## src/lifo_stack_with_dump_top_assert.svh

```systemverilog
// Assertion macros for the LIFO stack with dump.
`ifndef LIFO_STACK_WITH_DUMP_TOP_ASSERT_SVH
`define LIFO_STACK_WITH_DUMP_TOP_ASSERT_SVH
`ifndef SYNTH
`define LSD_ASSERT(lbl, clk, rstn, prop, msg) \
  lbl: assert property (@(posedge clk) disable iff (!rstn) prop) else $error(msg);
`define LSD_ASSERT_NEVER(lbl, clk, rstn, cond, msg) \
  `LSD_ASSERT(lbl, clk, rstn, !(cond), msg)
`else
`define LSD_ASSERT(lbl, clk, rstn, prop, msg)
`define LSD_ASSERT_NEVER(lbl, clk, rstn, cond, msg)
`endif
`endif

```

## src/lsd_pkg.sv

```systemverilog
// Types and constants shared by the LIFO stack with dump.
`timescale 1ns / 1ps
package lsd_pkg;

  localparam int DEPTH      = 64;
  localparam int WORD_WIDTH = 32;
  localparam int ADDR_W     = $clog2(DEPTH);
  localparam int COUNT_W    = $clog2(DEPTH + 1);
  localparam int OP_W       = 3;
  localparam int STATUS_W   = 2;

  typedef enum logic [OP_W-1:0] {
    OP_PUSH  = 3'd0,
    OP_POP   = 3'd1,
    OP_PEEK  = 3'd2,
    OP_DUMP  = 3'd3,
    OP_CLEAR = 3'd4
  } lsd_op_e;

  typedef enum logic [STATUS_W-1:0] {
    STAT_OK        = 2'd0,
    STAT_OVERFLOW  = 2'd1,
    STAT_UNDERFLOW = 2'd2
  } lsd_status_e;

  typedef enum logic [1:0] {
    ST_IDLE,
    ST_READ,
    ST_DUMP
  } lsd_state_e;

  typedef struct packed {
    logic        push;
    logic        pop;
    logic        clear;
    logic        rd_top;
    logic        rd_next;
    logic        out_load;
    logic        out_from_mem;
    lsd_status_e out_status;
    logic        out_last;
  } lsd_cmd_t;

  typedef struct packed {
    logic empty;
    logic full;
    logic idx_zero;
  } lsd_stat_t;

endpackage

```

## src/lsd_if.sv

```systemverilog
// Valid/ready channels for operation beats and result beats.
`timescale 1ns / 1ps
interface lsd_in_if;
  logic                           valid;
  logic                           ready;
  logic [lsd_pkg::OP_W-1:0]       op;
  logic [lsd_pkg::WORD_WIDTH-1:0] push_value;

  modport source (output valid, output op, output push_value, input ready);
  modport sink (input valid, input op, input push_value, output ready);
endinterface

interface lsd_out_if;
  logic                           valid;
  logic                           ready;
  logic [lsd_pkg::STATUS_W-1:0]   status;
  logic [lsd_pkg::WORD_WIDTH-1:0] word_out;
  logic [lsd_pkg::COUNT_W-1:0]    entry_count;
  logic                           last;

  modport source (output valid, output status, output word_out, output entry_count,
                  output last, input ready);
  modport sink (input valid, input status, input word_out, input entry_count,
                input last, output ready);
endinterface

```

## src/lsd_datapath.sv

```systemverilog
// Stack memory, fill count, dump index and result register.
`timescale 1ns / 1ps
`include "lifo_stack_with_dump_top_assert.svh"
module lsd_datapath (
  input  logic                             clk_i,
  input  logic                             rst_ni,
  input  lsd_pkg::lsd_cmd_t                cmd_i,
  input  logic [lsd_pkg::WORD_WIDTH-1:0]   push_value_i,
  output lsd_pkg::lsd_stat_t               stat_o,
  output logic [lsd_pkg::STATUS_W-1:0]     status_o,
  output logic [lsd_pkg::WORD_WIDTH-1:0]   word_out_o,
  output logic [lsd_pkg::COUNT_W-1:0]      entry_count_o,
  output logic                             last_o
);

  logic [lsd_pkg::WORD_WIDTH-1:0] mem [lsd_pkg::DEPTH];
  logic [lsd_pkg::WORD_WIDTH-1:0] rdata_q;
  logic [lsd_pkg::COUNT_W-1:0]    count_q, count_d, count_dec;
  logic [lsd_pkg::ADDR_W-1:0]     idx_q, idx_d, top_addr, raddr;
  logic                           rd_en;

  logic [lsd_pkg::STATUS_W-1:0]   status_q;
  logic [lsd_pkg::WORD_WIDTH-1:0] word_q;
  logic [lsd_pkg::COUNT_W-1:0]    cnt_out_q;
  logic                           last_q;

  assign count_dec = count_q - 1'b1;
  assign top_addr  = count_dec[lsd_pkg::ADDR_W-1:0];
  assign raddr     = cmd_i.rd_top ? top_addr : idx_q - 1'b1;
  assign rd_en     = cmd_i.rd_top | cmd_i.rd_next;

  always_comb begin
    count_d = count_q;
    if (cmd_i.clear) begin
      count_d = '0;
    end else if (cmd_i.push) begin
      count_d = count_q + 1'b1;
    end else if (cmd_i.pop) begin
      count_d = count_dec;
    end
  end

  always_comb begin
    idx_d = idx_q;
    if (cmd_i.rd_top) begin
      idx_d = top_addr;
    end else if (cmd_i.rd_next) begin
      idx_d = idx_q - 1'b1;
    end
  end

  always_ff @(posedge clk_i or negedge rst_ni) begin
    if (!rst_ni) begin
      count_q <= '0;
      idx_q   <= '0;
    end else begin
      count_q <= count_d;
      idx_q   <= idx_d;
    end
  end

  always_ff @(posedge clk_i) begin
    if (cmd_i.push) begin
      mem[count_q[lsd_pkg::ADDR_W-1:0]] <= push_value_i;
    end
    if (rd_en) begin
      rdata_q <= mem[raddr];
    end
  end

  always_ff @(posedge clk_i) begin
    if (cmd_i.out_load) begin
      status_q  <= cmd_i.out_status;
      word_q    <= cmd_i.out_from_mem ? rdata_q : '0;
      cnt_out_q <= count_d;
      last_q    <= cmd_i.out_last;
    end
  end

  assign stat_o.empty    = (count_q == '0);
  assign stat_o.full     = (count_q == lsd_pkg::COUNT_W'(lsd_pkg::DEPTH));
  assign stat_o.idx_zero = (idx_q == '0);

  assign status_o      = status_q;
  assign word_out_o    = word_q;
  assign entry_count_o = cnt_out_q;
  assign last_o        = last_q;

  `LSD_ASSERT(a_count_bound, clk_i, rst_ni, count_q <= lsd_pkg::COUNT_W'(lsd_pkg::DEPTH), "fill count beyond depth")
  `LSD_ASSERT(a_push_room, clk_i, rst_ni, cmd_i.push |=> count_q == $past(count_q) + 1'b1, "push lost")
  `LSD_ASSERT_NEVER(a_pop_empty, clk_i, rst_ni, cmd_i.pop && count_q == '0, "pop on empty stack")

endmodule

```

## src/lsd_controller.sv

```systemverilog
// Operation sequencer and result valid control.
`timescale 1ns / 1ps
`include "lifo_stack_with_dump_top_assert.svh"
module lsd_controller (
  input  logic                         clk_i,
  input  logic                         rst_ni,
  input  logic                         in_valid_i,
  output logic                         in_ready_o,
  input  logic [lsd_pkg::OP_W-1:0]     op_i,
  output logic                         out_valid_o,
  input  logic                         out_ready_i,
  input  lsd_pkg::lsd_stat_t           stat_i,
  output lsd_pkg::lsd_cmd_t            cmd_o
);

  lsd_pkg::lsd_state_e state_q, state_d;
  logic                out_valid_q, out_valid_d;
  logic                slot_free, in_fire;
  lsd_pkg::lsd_op_e    op;

  assign op         = lsd_pkg::lsd_op_e'(op_i);
  assign slot_free  = !out_valid_q || out_ready_i;
  assign in_ready_o = (state_q == lsd_pkg::ST_IDLE) && slot_free;
  assign in_fire    = in_valid_i && in_ready_o;

  always_comb begin
    state_d = state_q;
    unique case (state_q)
      lsd_pkg::ST_IDLE: begin
        if (in_fire && !stat_i.empty) begin
          if (op == lsd_pkg::OP_POP || op == lsd_pkg::OP_PEEK) begin
            state_d = lsd_pkg::ST_READ;
          end else if (op == lsd_pkg::OP_DUMP) begin
            state_d = lsd_pkg::ST_DUMP;
          end
        end
      end
      lsd_pkg::ST_READ: state_d = lsd_pkg::ST_IDLE;
      lsd_pkg::ST_DUMP: begin
        if (slot_free && stat_i.idx_zero) begin
          state_d = lsd_pkg::ST_IDLE;
        end
      end
      default: state_d = lsd_pkg::ST_IDLE;
    endcase
  end

  always_comb begin
    cmd_o            = '0;
    cmd_o.out_status = lsd_pkg::STAT_OK;
    cmd_o.out_last   = 1'b1;
    unique case (state_q)
      lsd_pkg::ST_IDLE: begin
        if (in_fire) begin
          unique case (op)
            lsd_pkg::OP_PUSH: begin
              cmd_o.out_load = 1'b1;
              if (stat_i.full) begin
                cmd_o.out_status = lsd_pkg::STAT_OVERFLOW;
              end else begin
                cmd_o.push = 1'b1;
              end
            end
            lsd_pkg::OP_POP: begin
              if (stat_i.empty) begin
                cmd_o.out_load   = 1'b1;
                cmd_o.out_status = lsd_pkg::STAT_UNDERFLOW;
              end else begin
                cmd_o.pop    = 1'b1;
                cmd_o.rd_top = 1'b1;
              end
            end
            lsd_pkg::OP_PEEK, lsd_pkg::OP_DUMP: begin
              if (stat_i.empty) begin
                cmd_o.out_load   = 1'b1;
                cmd_o.out_status = lsd_pkg::STAT_UNDERFLOW;
              end else begin
                cmd_o.rd_top = 1'b1;
              end
            end
            lsd_pkg::OP_CLEAR: begin
              cmd_o.clear    = 1'b1;
              cmd_o.out_load = 1'b1;
            end
            default: cmd_o.out_load = 1'b1;
          endcase
        end
      end
      lsd_pkg::ST_READ: begin
        cmd_o.out_load     = 1'b1;
        cmd_o.out_from_mem = 1'b1;
      end
      lsd_pkg::ST_DUMP: begin
        if (slot_free) begin
          cmd_o.out_load     = 1'b1;
          cmd_o.out_from_mem = 1'b1;
          cmd_o.out_last     = stat_i.idx_zero;
          cmd_o.rd_next      = !stat_i.idx_zero;
        end
      end
      default: cmd_o.out_load = 1'b0;
    endcase
  end

  always_comb begin
    out_valid_d = out_valid_q;
    if (cmd_o.out_load) begin
      out_valid_d = 1'b1;
    end else if (out_ready_i) begin
      out_valid_d = 1'b0;
    end
  end

  always_ff @(posedge clk_i or negedge rst_ni) begin
    if (!rst_ni) begin
      state_q     <= lsd_pkg::ST_IDLE;
      out_valid_q <= 1'b0;
    end else begin
      state_q     <= state_d;
      out_valid_q <= out_valid_d;
    end
  end

  assign out_valid_o = out_valid_q;

  `LSD_ASSERT_NEVER(a_no_overwrite, clk_i, rst_ni, out_valid_q && !out_ready_i && cmd_o.out_load, "result overwritten")
  `LSD_ASSERT(a_read_slot, clk_i, rst_ni, state_q == lsd_pkg::ST_READ |-> !out_valid_q, "read result has no free slot")

endmodule

```

## src/lifo_stack_with_dump_top.sv

```systemverilog
// Push, clear, full push, empty pop/peek/dump and unused op codes give their result in the
// cycle after the beat is taken; pop and peek go through the registered stack memory read
// of the single-port memory, then the result register. Push, clear and refused ops run at one
// operation per cycle while the output is not stalled; pop and peek hold off the next op until
// the read is done; a dump of N entries streams N result beats, one per cycle unless stalled.
// Reset clears the fill count and control; stack words are not cleared.
`timescale 1ns / 1ps
module lifo_stack_with_dump_top (
  input  logic       clk_i,
  input  logic       rst_ni,
  lsd_in_if.sink     in_i,
  lsd_out_if.source  out_o
);

  lsd_pkg::lsd_cmd_t  cmd;
  lsd_pkg::lsd_stat_t stat;

  lsd_controller u_ctrl (
    .clk_i      (clk_i),
    .rst_ni     (rst_ni),
    .in_valid_i (in_i.valid),
    .in_ready_o (in_i.ready),
    .op_i       (in_i.op),
    .out_valid_o(out_o.valid),
    .out_ready_i(out_o.ready),
    .stat_i     (stat),
    .cmd_o      (cmd)
  );

  lsd_datapath u_dp (
    .clk_i        (clk_i),
    .rst_ni       (rst_ni),
    .cmd_i        (cmd),
    .push_value_i (in_i.push_value),
    .stat_o       (stat),
    .status_o     (out_o.status),
    .word_out_o   (out_o.word_out),
    .entry_count_o(out_o.entry_count),
    .last_o       (out_o.last)
  );

endmodule

```

## src/flat_wrapper.sv

```systemverilog
// flat-port wrapper written by rule: the top's interface ports become plain ports
module lifo_stack_with_dump_top_flat 
  (clk_i, rst_ni, in_i_valid, in_i_op, in_i_push_value, in_i_ready, out_o_valid, out_o_status, out_o_word_out, out_o_entry_count, out_o_last, out_o_ready);
  lsd_in_if in_i_i ();
  lsd_out_if out_o_i ();
  input  logic clk_i;
  input  logic rst_ni;
  input wire logic [$bits(in_i_i.valid)-1:0] in_i_valid;
  input wire logic [$bits(in_i_i.op)-1:0] in_i_op;
  input wire logic [$bits(in_i_i.push_value)-1:0] in_i_push_value;
  output wire logic [$bits(in_i_i.ready)-1:0] in_i_ready;
  output wire logic [$bits(out_o_i.valid)-1:0] out_o_valid;
  output wire logic [$bits(out_o_i.status)-1:0] out_o_status;
  output wire logic [$bits(out_o_i.word_out)-1:0] out_o_word_out;
  output wire logic [$bits(out_o_i.entry_count)-1:0] out_o_entry_count;
  output wire logic [$bits(out_o_i.last)-1:0] out_o_last;
  input wire logic [$bits(out_o_i.ready)-1:0] out_o_ready;
  assign in_i_i.valid = in_i_valid;
  assign in_i_i.op = in_i_op;
  assign in_i_i.push_value = in_i_push_value;
  assign in_i_ready = in_i_i.ready;
  assign out_o_valid = out_o_i.valid;
  assign out_o_status = out_o_i.status;
  assign out_o_word_out = out_o_i.word_out;
  assign out_o_entry_count = out_o_i.entry_count;
  assign out_o_last = out_o_i.last;
  assign out_o_i.ready = out_o_ready;
  lifo_stack_with_dump_top u_core (.clk_i(clk_i), .rst_ni(rst_ni), .in_i(in_i_i), .out_o(out_o_i));
endmodule
```

## config.mk

```make
export PLATFORM = sky130hd
export DESIGN_NAME = lifo_stack_with_dump_top_flat
export DESIGN_NICKNAME = d
export VERILOG_FILES = /design/src/lsd_pkg.sv /design/src/lsd_if.sv /design/src/lsd_datapath.sv /design/src/lsd_controller.sv /design/src/lifo_stack_with_dump_top.sv /design/src/flat_wrapper.sv
export VERILOG_INCLUDE_DIRS = /design/src /design/src/src
export SDC_FILE = /design/constraint.sdc
export NUM_CORES = 2
export LEC_CHECK = 0
export ABC_AREA = 1
export BUFFER_PORTS_ARGS = -buffer_cell sky130_fd_sc_hd__clkbuf_2
export CORE_MARGIN = 2
export CORE_UTILIZATION = 25
export CTS_CLUSTER_SIZE = 8
export DETAILED_ROUTE_END_ITERATION = 16
export PLACE_DENSITY = 0.45
export SYNTH_ARGS = -nofsm -noshare
export SYNTH_HDL_FRONTEND = slang
export SYNTH_SLANG_ARGS = --single-unit
```

## constraint.sdc

```tcl
create_clock -name clk_i -period 6.4 [get_ports clk_i]
set_clock_uncertainty 0.15 [all_clocks]
set_input_delay 0 -clock clk_i [delete_from_list [all_inputs] [get_ports clk_i]]
set_output_delay 0 -clock clk_i [all_outputs]
set_load 0.05 [all_outputs]
```

==> flow_summary_export.csv <==
group,metric,value,unit
run_status,status,"complete, no violations",
cells_and_area,stdcell_count,14203,
worst_setup_path,worstPathRequired,6.86,ns
flow_run,drv_cap,0,
min_path,worstHoldEndpoint,"u_core.u_dp.mem[32][3]",
worst_setup_path,cpMostUsedCell,"nand3_1",
placement,place_inst,13792,
sta,fin_crit,5.67,ns
power,power.switching,23.6,mW
sta,tightest_slew,1.36,ns
power,seqPwrFrac,30.2,%
sta,grt_setup_unrepaired,"false",
logic_synthesis,ys_async_sr_fraction,0.748,%
worst_setup_path,worstRegToRegCells,16,
cells_and_area,num-nets-final,9236,
logic_synthesis,synth_edf_count,2122,
floorplanning,core.rowCount,224,
worst_setup_path,crit_buf_inv,3,
power,powerDensity,496,nW/um2
power,vdd_drop_max,432,uV
grt,grt_overflow_total,0,
grt,antenna_found_initial,24,
logic_synthesis,syn-num-nets,9042,
routing,wl_per_cell,23.3,um
routing,drc,0,
sta,period_share,88.6,%
worst_setup_path,crit_cells,16,
clock_network,cts_buffers,318,
power,p_clk_share,27.3,%
sta,setup_violations,0,
grt,grt_pass1_vias,62200,
routing,viasPerCell,4.57,
worst_setup_path,crit_chain,"inv_1 -> ha_1 -> nand2_2 -> nor2_4 -> nand2_4 -> nand3_4 -> nand2_8 -> buf_4 -> buf_4 -> nand2_1 -> nand3_1 -> nand3_1 -> nand3_1 -> nand3_1 -> nand3_1 -> nand2_1",
cells_and_area,syn_to_final_growth,16.8,%
logic_synthesis,synth_cell_types,34,
worst_setup_path,end_kind,"register",
grt,grt_max_degree,155,
worst_setup_path,r2r_slack,0.73,ns
clock_network,path_clk_slew,0.05,ns
worst_setup_path,r2r-start,"u_core.u_dp.count_q[0]",
worst_setup_path,rr_endpoint,"u_core.u_dp.rdata_q[9]",
routing,drt_pass1_iterations,8,
clock_network,clock_latency,0.96,ns
clock_network,cts_resized,0,
clock_network,cts_root_buf,"clkbuf_16",
logic_synthesis,synthesis.area,93500,um2
placement,place_hpwl,183,mm
worst_setup_path,slowest_stage,"buf_4",
routing,drt-total-wl,332,mm
routing,ant_nets,0,
floorplanning,initial_core_util,25.1,%
clock_network,cts_sinks,2138,
power,leakagePower,45.0,nW
floorplanning,die_width,615,um
floorplanning,fp.coreArea,372000,um2
worst_setup_path,critPathArrivalTime,6.13,ns
grt,grt_pass1_wl,469,mm
logic_synthesis,ys_ff_latch,2138,
clock_network,cts.path.max_buffers,4,
cells_and_area,nFillCells,38434,
logic_synthesis,yosysSeqAreaShare,68.6,%
sta,setup_tns,0,ns
worst_setup_path,max_stage_delay,0.63,ns
sta,fmax,176,MHz
worst_setup_path,cp-start-kind,"register",
sta,slew_violations,0,
clock_network,cts.htree.levels,5,
cells_and_area,drive_gt1_share,7.90,%
sta,hold_violations,0,
sta,slew_headroom,9.62,%
grt,track_usage,17.1,%
min_path,hp-class,"in2reg",
routing,first_iter_violations,7333,
clock_network,cts_tree,"done",
floorplanning,io_pins,83,
worst_setup_path,path_delay_family,"simple AND/OR/NAND/NOR gates",
sta,setup_slack,0.729,ns
worst_setup_path,criticalPathCategory,"reg2reg",
logic_synthesis,synth_ff_type,"edfxtp_1",
power,p_comb_share,42.5,%
min_path,hp-start,"in_i_push_value[3]",
min_path,hold_depth,2,
routing,via_count,64934,
logic_synthesis,syn-instance-count,8995,
placement,portBuffers,82,
power,p_int,30.6,mW
floorplanning,die_area,379000,um2
logic_synthesis,avgSynthCellArea,10.4,um2
floorplanning,die_y,615,um
placement,gp_congestion,0.848,
worst_setup_path,cp_max_fo,51,
placement,dp_slack,0.922,ns
logic_synthesis,ys.warnings.count,0,
power,netSwitchingFraction,43.6,%
[logic make-up after synthesis]
group           count (synthesis)  synth area share [%]
buf+inv                      2477                  10.6
fa+ha+maj                       8                 0.107
compound gates                 40                 0.257
simple gates                 4322                  20.3
xor+xnor                       10                0.0937
flops                        2138                  68.6
[cell usage in the layout, fill, tap and decap left out, types with 2 or more instances in the layout]
cell | synthesis | layout
o21ai_4 | 1 | 6
clkbuf_1 | 61 | 21
o21ai_0 | 12 | 12
a21oi_1 | 14 | 14
clkbuf_2 | 0 | 82
clkinv_2 | 0 | 2
nor2_4 | 2 | 66
inv_2 | 7 | 5
nand2_8 | 1 | 4
buf_12 | 0 | 35
diode_2 | 0 | 7
buf_4 | 35 | 181
dfrtp_1 | 16 | 16
nand2_2 | 5 | 6
nand3_4 | 0 | 2
o211ai_1 | 4 | 4
nand2_1 | 2029 | 2026
clkbuf_16 | 0 | 321
inv_1 | 1997 | 1996
clkinv_8 | 0 | 2
xnor2_1 | 2 | 2
nor2_1 | 119 | 55
dlygate4sd3_1 | 0 | 49
edfxtp_1 | 2122 | 2122
inv_16 | 0 | 2
inv_6 | 0 | 7
ha_1 | 8 | 8
nor3_1 | 9 | 9
nand3_1 | 2149 | 2148
xor2_1 | 8 | 8
[worst register-to-register path, delay by kind of cell, from the launching register on]
family / cells / cell delay, ns
flip-flops: 1 / 0.53
buffers and inverters: 3 / 1.53
AND/OR/NAND/NOR: 12 / 2.87
adder cells (fa/ha/maj): 1 / 0.28
[routing by layer]
layer	global-route usage, %	vias up	share of wire, %
met4	5.24	10	3.0
met1	23.5	32435	44
li1	-	29451	-
met3	2.65	474	7.1
met5	0	-	0.023
met2	27.6	2564	46
[flip-flops by register name (all words and copies together) (netlist names), 2 cells and up]
signal / flops
u_core.u_dp.idx_q: 6
u_core.u_dp.rdata_q: 32
u_core.u_ctrl.state_q: 2
u_core.u_dp.mem: 2048
u_core.u_dp.entry_count_o: 7
u_core.u_dp.status_o: 2
u_core.u_dp.count_q: 7
u_core.u_dp.word_out_o: 32
[stage by stage]
step / hold slack (ns) / cell area [um2] / utilization, % / power, mW
after floorplan: -0.446 / 93500 / - / 29.8
after CTS: 0.0920 / 109000 / 29.3 / 54.4
after detailed placement: -0.128 / 100000 / 27.0 / 39.5
final: 0.0986 / 109000 / 29.3 / 54.1
after global placement: -0.129 / 100000 / 27.0 / 39.6
after global routing: 0.171 / 109000 / 29.3 / 56.6
[worst max-delay path by stage]
| stage | start | to | slack (ns) |
|---|---|---|---|
| global route | u_core.u_dp.count_q[0] | u_core.u_dp.rdata_q[9] | 0.57 |
| floorplan | u_core.u_dp.count_q[0] | u_core.u_dp.entry_count_o[0] | 2.32 |
| finish | u_core.u_dp.count_q[0] | u_core.u_dp.rdata_q[9] | 0.73 |
| detailed placement | u_core.u_dp.count_q[0] | u_core.u_dp.rdata_q[9] | 0.92 |
| CTS | u_core.u_dp.count_q[0] | u_core.u_dp.rdata_q[9] | 0.87 |
| global placement | u_core.u_dp.count_q[0] | u_core.u_dp.rdata_q[9] | 0.97 |
[layout make-up]
cell class	instances	area [um2]	area share [%]
multi-input cells	4380	20000	18.4
clock buffers	342	8110	7.43
flip-flops and latches	2138	64100	58.7
repair buffers	347	2960	2.71
clock inverters	13	168	0.154
inverters	2004	7540	6.90
diodes	7	17.5	0.0160
well taps	4972	6220	5.70
[power groups by stage]
stage               sequential, mW  clock [mW]  combinational [mW]
floorplan                     16.8           0                13.0
global route                  16.4        15.6                24.7
finish                        16.4        14.8                23.0
detailed placement            16.6           0                22.9
global placement              16.6           0                22.9
CTS                           16.4        15.0                23.0
[synth_stat cells, drive strengths merged, types with 2 or more instances]
master	count	area [um2]
edfxtp	2122	63700
xnor2	2	17.5
o211ai	4	30.0
a21oi	14	70.1
nand2	2037	7690
a31oi	2	12.5
nand3	2151	10800
ha	8	100
inv	2004	7520
buf	412	2160
clkbuf	61	229
dfrtp	16	400
o21ai	18	113
xor2	8	70.1
nor2	122	475
nor3	9	45.0
[timing repair]
action / 4_1_cts / 5_1_grt
hold buffers: 49 / 0
setup buffers: 0 / 0
hold endpoints to repair: 1956 / 0
Note: power is estimated with default switching activity, not from simulation.
